[config.mk]
export PLATFORM = sky130hd
export DESIGN_NAME = reciprocal_divide_modulus
export DESIGN_NICKNAME = d
export VERILOG_FILES = /design/src/sv/rdm_pkg.sv /design/src/sv/reciprocal_divide_modulus.sv
export SDC_FILE = /design/constraint.sdc
export NUM_CORES = 2
export LEC_CHECK = 0
export ABC_AREA = 1
export BUFFER_PORTS_ARGS = -buffer_cell sky130_fd_sc_hd__buf_2
export CAP_MARGIN = 30
export CORE_MARGIN = 4
export CORE_UTILIZATION = 45
export DETAILED_ROUTE_END_ITERATION = 12
export SETUP_SLACK_MARGIN = 0.1
export SLEW_MARGIN = 30
export SYNTH_ARGS = -nofsm -noshare
export SYNTH_HDL_FRONTEND = slang
export SYNTH_SLANG_ARGS = --single-unit
[constraint.sdc]
create_clock -name clk -period 15.7 [get_ports clk]
set_clock_uncertainty 0.1 [all_clocks]
set_input_delay 1.57 -clock clk [delete_from_list [all_inputs] [get_ports clk]]
set_output_delay 1.57 -clock clk [all_outputs]
set_load 0.01 [all_outputs]
[src/sv/rdm_pkg.sv]
// Shared widths and register indexes for the reciprocal divide/modulus block.
package rdm_pkg;

	localparam int unsigned DataW  = 64;
	localparam int unsigned RecipW = 128;
	localparam int unsigned AccW   = 192;
	localparam int unsigned LimbW  = 32;
	localparam int unsigned IdxW   = 2;

	localparam logic [IdxW-1:0] REG_DIVISOR   = 2'd0;
	localparam logic [IdxW-1:0] REG_WIDE_MODE = 2'd1;

	localparam logic [DataW-1:0] DIVISOR_RESET = 64'd2;

endpackage

[src/sv/reciprocal_divide_modulus.sv]
// Reciprocal divider: q = floor(M*a / 2^k), r = high part of (M*a mod 2^k) * d.
// The 32x32 multiplier forms 8 partial products per multiply in 64-bit mode and 2 in 32-bit
// mode, two multiplies per item; a bad divisor is reported without multiplying.
// The first good-divisor item after reset or a divisor or mode write also runs the restoring
// reciprocal division, one bit per cycle.
// busy is high for the whole item except a bad-divisor one; a new item is taken in the cycle done is shown.
// arst_n clears control state; divisor resets to 2, wide_mode to 1, no reciprocal held.
module reciprocal_divide_modulus (
	input  logic                              clk,
	input  logic                              arst_n,
	input  logic                              cfg_we,
	input  logic [rdm_pkg::IdxW-1:0]          cfg_index,
	input  logic [rdm_pkg::DataW-1:0]         cfg_data,
	input  logic                              start,
	output logic                              busy,
	input  logic [rdm_pkg::DataW-1:0]         dividend,
	output logic                              done,
	output logic [rdm_pkg::DataW-1:0]         quotient,
	output logic [rdm_pkg::DataW-1:0]         remainder,
	output logic                              bad_divisor
);

	localparam logic [2:0] ST_IDLE  = 3'd0;
	localparam logic [2:0] ST_DIV   = 3'd1;
	localparam logic [2:0] ST_RINC  = 3'd2;
	localparam logic [2:0] ST_MUL1  = 3'd3;
	localparam logic [2:0] ST_WAIT1 = 3'd4;
	localparam logic [2:0] ST_MUL2  = 3'd5;
	localparam logic [2:0] ST_WAIT2 = 3'd6;

	logic [2:0]                        state_q;
	logic [rdm_pkg::DataW-1:0]         divisor_q;
	logic                              wide_q;
	logic                              ready_q;
	logic [6:0]                        cnt_q;
	logic [1:0]                        i_q;
	logic                              j_q;
	logic                              vld_s1;
	logic                              done_q;

	logic [rdm_pkg::DataW-1:0]         d_q;
	logic [rdm_pkg::DataW-1:0]         rem_q;
	logic [rdm_pkg::RecipW-1:0]        rec_q;
	logic [rdm_pkg::RecipW-1:0]        opa_q;
	logic [rdm_pkg::DataW-1:0]         opb_q;
	logic [rdm_pkg::AccW-1:0]          acc_q;
	logic [rdm_pkg::DataW-1:0]         prod_s1;
	logic [2:0]                        col_s1;
	logic [rdm_pkg::DataW-1:0]         quot_q;
	logic [rdm_pkg::DataW-1:0]         quotient_q;
	logic [rdm_pkg::DataW-1:0]         remainder_q;
	logic                              bad_q;

	logic                              accept;
	logic [rdm_pkg::DataW-1:0]         d_eff;
	logic                              d_bad;
	logic [rdm_pkg::DataW:0]           div_sh;
	logic                              div_ge;
	logic [6:0]                        div_last;
	logic [rdm_pkg::RecipW-1:0]        rec_inc;
	logic [1:0]                        last_i;
	logic                              last_j;
	logic                              mul_issue;
	logic [rdm_pkg::LimbW-1:0]         limb_a;
	logic [rdm_pkg::LimbW-1:0]         limb_b;
	logic [rdm_pkg::DataW-1:0]         prod;
	logic [7:0]                        sh_amt;
	logic [rdm_pkg::AccW-1:0]          acc_next;

	assign accept = start && (state_q == ST_IDLE);
	assign d_eff  = wide_q ? divisor_q : {32'd0, divisor_q[31:0]};
	assign d_bad  = (d_eff[rdm_pkg::DataW-1:1] == '0);

	// restoring division of an all-ones dividend: shift in a one each step
	assign div_sh   = {rem_q, 1'b1};
	assign div_ge   = (div_sh >= {1'b0, d_q});
	assign div_last = wide_q ? 7'd127 : 7'd63;
	assign rec_inc  = rec_q + rdm_pkg::RecipW'(1);

	// limb counts: 4x2 in 64-bit mode, 2x1 in 32-bit mode
	assign last_i    = wide_q ? 2'd3 : 2'd1;
	assign last_j    = wide_q;
	assign mul_issue = (state_q == ST_MUL1) || (state_q == ST_MUL2);

	assign limb_a   = opa_q[{i_q, 5'd0} +: rdm_pkg::LimbW];
	assign limb_b   = opb_q[{j_q, 5'd0} +: rdm_pkg::LimbW];
	assign prod     = {32'd0, limb_a} * {32'd0, limb_b};
	assign sh_amt   = {col_s1, 5'd0};
	assign acc_next = vld_s1 ? acc_q + ({128'd0, prod_s1} << sh_amt) : acc_q;

	always_ff @(posedge clk or negedge arst_n) begin
		if (!arst_n) begin
			state_q   <= ST_IDLE;
			divisor_q <= rdm_pkg::DIVISOR_RESET;
			wide_q    <= 1'b1;
			ready_q   <= 1'b0;
			cnt_q     <= '0;
			i_q       <= '0;
			j_q       <= 1'b0;
			vld_s1    <= 1'b0;
			done_q    <= 1'b0;
		end else begin
			done_q <= 1'b0;
			vld_s1 <= mul_issue;
			if (cfg_we) begin
				case (cfg_index)
					rdm_pkg::REG_DIVISOR: begin
						divisor_q <= cfg_data;
						ready_q   <= 1'b0;
					end
					rdm_pkg::REG_WIDE_MODE: begin
						wide_q  <= cfg_data[0];
						ready_q <= 1'b0;
					end
					default: begin
					end
				endcase
			end
			case (state_q)
				ST_IDLE: begin
					if (accept) begin
						i_q   <= '0;
						j_q   <= 1'b0;
						cnt_q <= '0;
						if (d_bad) begin
							done_q <= 1'b1;
						end else if (!ready_q) begin
							state_q <= ST_DIV;
						end else begin
							state_q <= ST_MUL1;
						end
					end
				end
				ST_DIV: begin
					cnt_q <= cnt_q + 7'd1;
					if (cnt_q == div_last) begin
						state_q <= ST_RINC;
					end
				end
				ST_RINC: begin
					ready_q <= 1'b1;
					state_q <= ST_MUL1;
				end
				ST_MUL1, ST_MUL2: begin
					if (i_q == last_i) begin
						i_q <= '0;
						j_q <= ~j_q;
						if (j_q == last_j) begin
							j_q     <= 1'b0;
							state_q <= (state_q == ST_MUL1) ? ST_WAIT1 : ST_WAIT2;
						end
					end else begin
						i_q <= i_q + 2'd1;
					end
				end
				ST_WAIT1: begin
					state_q <= ST_MUL2;
				end
				ST_WAIT2: begin
					done_q  <= 1'b1;
					state_q <= ST_IDLE;
				end
				default: begin
					state_q <= ST_IDLE;
				end
			endcase
		end
	end

	always_ff @(posedge clk) begin
		prod_s1 <= prod;
		col_s1  <= {1'b0, i_q} + {2'd0, j_q};
		// sum restarts for each item and again for the second multiply
		acc_q   <= (accept || (state_q == ST_WAIT1)) ? '0 : acc_next;
		case (state_q)
			ST_IDLE: begin
				if (accept) begin
					d_q    <= d_eff;
					rem_q  <= '0;
					opa_q  <= rec_q;
					opb_q  <= wide_q ? dividend : {32'd0, dividend[31:0]};
					bad_q  <= d_bad;
					quotient_q  <= '0;
					remainder_q <= '0;
					if (!ready_q) begin
						rec_q <= '0;
					end
				end
			end
			ST_DIV: begin
				rem_q <= div_ge ? div_sh[rdm_pkg::DataW-1:0] - d_q : div_sh[rdm_pkg::DataW-1:0];
				rec_q <= {rec_q[rdm_pkg::RecipW-2:0], div_ge};
			end
			ST_RINC: begin
				rec_q <= rec_inc;
				opa_q <= rec_inc;
			end
			ST_WAIT1: begin
				// product M*a complete: take the quotient, feed the low part back against d
				quot_q <= wide_q ? acc_next[191:128] : acc_next[127:64];
				opa_q  <= wide_q ? acc_next[127:0] : {64'd0, acc_next[63:0]};
				opb_q  <= d_q;
			end
			ST_WAIT2: begin
				quotient_q  <= quot_q;
				remainder_q <= wide_q ? acc_next[191:128] : acc_next[127:64];
			end
			default: begin
			end
		endcase
	end

	assign busy        = (state_q != ST_IDLE);
	assign done        = done_q;
	assign quotient    = quotient_q;
	assign remainder   = remainder_q;
	assign bad_divisor = bad_q;

endmodule

==> reports/metrics.yaml <==
outcome: "finished clean"
path_common_cell: "fa_1"
holdBufCountCts: 0
n_fill_cell: 24000
layout-drive-gt1-share_pct: 6.16
endpoint: "prod_s1[57]"
core_area_um2: 231000
layout_commonest_cell: "nand2_1"
slowest_stage: "clkinv_1"
cp.depth: 28
synth_edf_count: 641
cpPeakStageDelay_ps: 950
drt-initial-drc-count: 15800
area_delta_synth_final_pct: 8.83
htreeDepth: 3
synth.cell_area_um2: 105000
grt_setup_unrepaired: "no"
antenna_found_initial: 61
synth_xor_area_share_pct: 1.71
mostFrequentLayoutCells: "nand2_1, inv_1, nor2_1"
fin_crit_sh_pct: 63.2
gp_congestion: 1.09
maxCapViolCount: 0
io-pin-count: 265
critPathRequiredTime_ps: 16210
port_buffers: 264
synthSimpleGateAreaFrac_pct: 28.2
reg2reg_slack_ps: 5780
cts_setup_buffers: 0
ys_seq_area_share_pct: 25.3
grt_pass1_vias: 96200
postPlaceCellArea_um2: 110000
synth_nets: 16500
grt_max_degree: 99
hold_class: "reg -> reg"
synth_top_family_by_area: "simple AND/OR/NAND/NOR gates"
wire_per_inst_um: 29.9
synthCells: 15000
num_rows: 176
min_path_cells: 0
avgSynthCellArea_um2: 6.98
cts_tree: "built"
cts.sinks: 981
ff2ff_path_depth: 28
drv_slew: 0
reg2reg_to: "prod_s1[57]"
ant_nets: 0
grt_pass1_wl_um: 747000
fp.dieH_um: 490
numCtsBuffers: 116
finalCriticalPeriod_ps: 9920
cts_max_path_buffers: 3
die_x_um: 490
max_slew.worst_pin.slew_ps: 1180
relSlewSlack_pct: 19.7
synth-compound-area-share_pct: 7.20
dr_total_vias: 104000
finalSetupViolations: 0
synth_mux_area_share_pct: 0.985
startpoint: "i_q[1]"
cts_root_buf: "clkbuf_16"
netlist.top_cell.by_area: "edfxtp_1"
drt_wl_total_um: 547000
drt_first_pass_iters: 8
r2r_start: "i_q[1]"
critical_path_arrival_ps: 10430
synth-seq-cells: 981
ff_latch_area_um2: 26500
tns_ps: 0
hold_viol: 0
route.detailed.drc: 0
overflow: 0
clk_latency_ps: 840
dp_hpwl_um: 460000
whs_ps: 370
die_area_um2: 240000
synth_top_area_share_pct: 18.4
synthFlopType: "edfxtp_1"
vias_per_cell: 5.70
fin_nets: 16700
fmax_ghz: 0.101
startpoint_type: "flip-flop"
clk_pin_slew_worst_paths_ps: 60
cp-end-kind: "flip-flop"
ys_types: 65
crit_type: "reg -> reg"
synthAdderAreaFrac_pct: 23.4
grt_util_all_layers_pct: 44.2
critPathBufInv: 7
multiInputGateArea_um2: 64900
start_util_pct: 45.4
synth_warnings: 0
synthTopCellsByArea: "edfxtp_1, fa_1, nand2_1"
cts_resized: 0
ys_async_sr_fraction_pct: 8.26
post-route-cell-area_um2: 114000
crit_fanout: 36
crit_family: "adder cells"
-- per-layer routing --
metal	up-vias	wire, µm	track usage [%]
met5	-	157	0
met4	22	30900	20.1
met3	1049	75800	15.4
met2	6624	214000	60.2
met1	50300	226000	62.4
li1	46200	-	-
-- final cells by class --
| type | count | share of cell area [%] |
|---|---|---|
| multi-input combinational | 10400 | 57.0 |
| timing repair buffer | 428 | 2.26 |
| antenna | 29 | 0.0638 |
| tap | 3026 | 3.33 |
| inverter | 3215 | 10.6 |
| clock buffer | 154 | 2.81 |
| clock inverter | 66 | 0.649 |
| sequential | 981 | 23.3 |
-- cell usage after synthesis (8+ instances only) --
| cell type | n |
|---|---|
| edfxtp_1 | 641 |
| o21bai_1 | 23 |
| a31oi_1 | 35 |
| clkbuf_1 | 317 |
| nand2_1 | 4223 |
| a21o_1 | 22 |
| o22ai_1 | 66 |
| a21oi_1 | 500 |
| nand3_1 | 678 |
| fa_1 | 898 |
| buf_2 | 39 |
| nor4_1 | 47 |
| buf_1 | 45 |
| nor3_1 | 117 |
| mux2_2 | 63 |
| o211ai_1 | 82 |
| inv_1 | 3174 |
| o21ai_0 | 509 |
| xnor2_1 | 124 |
| or2_2 | 93 |
| o21ai_1 | 49 |
| buf_4 | 10 |
| dfrtp_1 | 79 |
| clkinv_1 | 24 |
| xor2_1 | 80 |
| o221ai_1 | 44 |
| nor2_2 | 24 |
| nand3b_1 | 8 |
| mux2i_1 | 32 |
| ha_1 | 522 |
| and2_1 | 13 |
| a21boi_0 | 8 |
| nor2_1 | 1911 |
| nor3_2 | 10 |
| inv_2 | 16 |
| dfxtp_1 | 259 |
| nand4_1 | 122 |
-- how the worst min path moves through the flow --
stage | start | to | slack, ps
final | divisor_q[16] | d_q[16] | 370
after global routing | divisor_q[25] | d_q[25] | 380
after CTS | divisor_q[16] | d_q[16] | 370
after detailed placement | divisor_q[16] | d_q[16] | 350
after global placement | divisor_q[27] | d_q[27] | 350
after floorplan | divisor_q[0] | d_q[0] | 330
-- flip-flops by register name, summed over array words and instances (netlist names), 64 cells and up --
register	flops
quot_q	64
acc_q	192
remainder	64
d_q	64
quotient	64
opa_q	128
rec_q	128
prod_s1	64
opb_q	64
rem_q	64
divisor_q	64
-- cell families (layout without fill, tap and decap cells) --
logic type | Yosys count | after routing
simple gates | 7295 | 7295
buf+inv | 3628 | 3863
fa+ha+maj | 1420 | 1420
compound gates | 1364 | 1364
flops | 981 | 981
xor+xnor | 204 | 204
mux | 95 | 95
other cells | 0 | 29
-- per-stage QoR --
step                      util [%]  setup WS [ps]  instances
after CTS                     49.3           5960      18200
after detailed placement      47.6           6120      18000
after global routing          49.3           5530      18300
after floorplan                  -           3930      15000
final                         49.4           5780      18300
after global placement        47.5           6110      18000
Power is not shown: default switching activity piles up to over one toggle a cycle in this logic, so the estimate is an artifact.
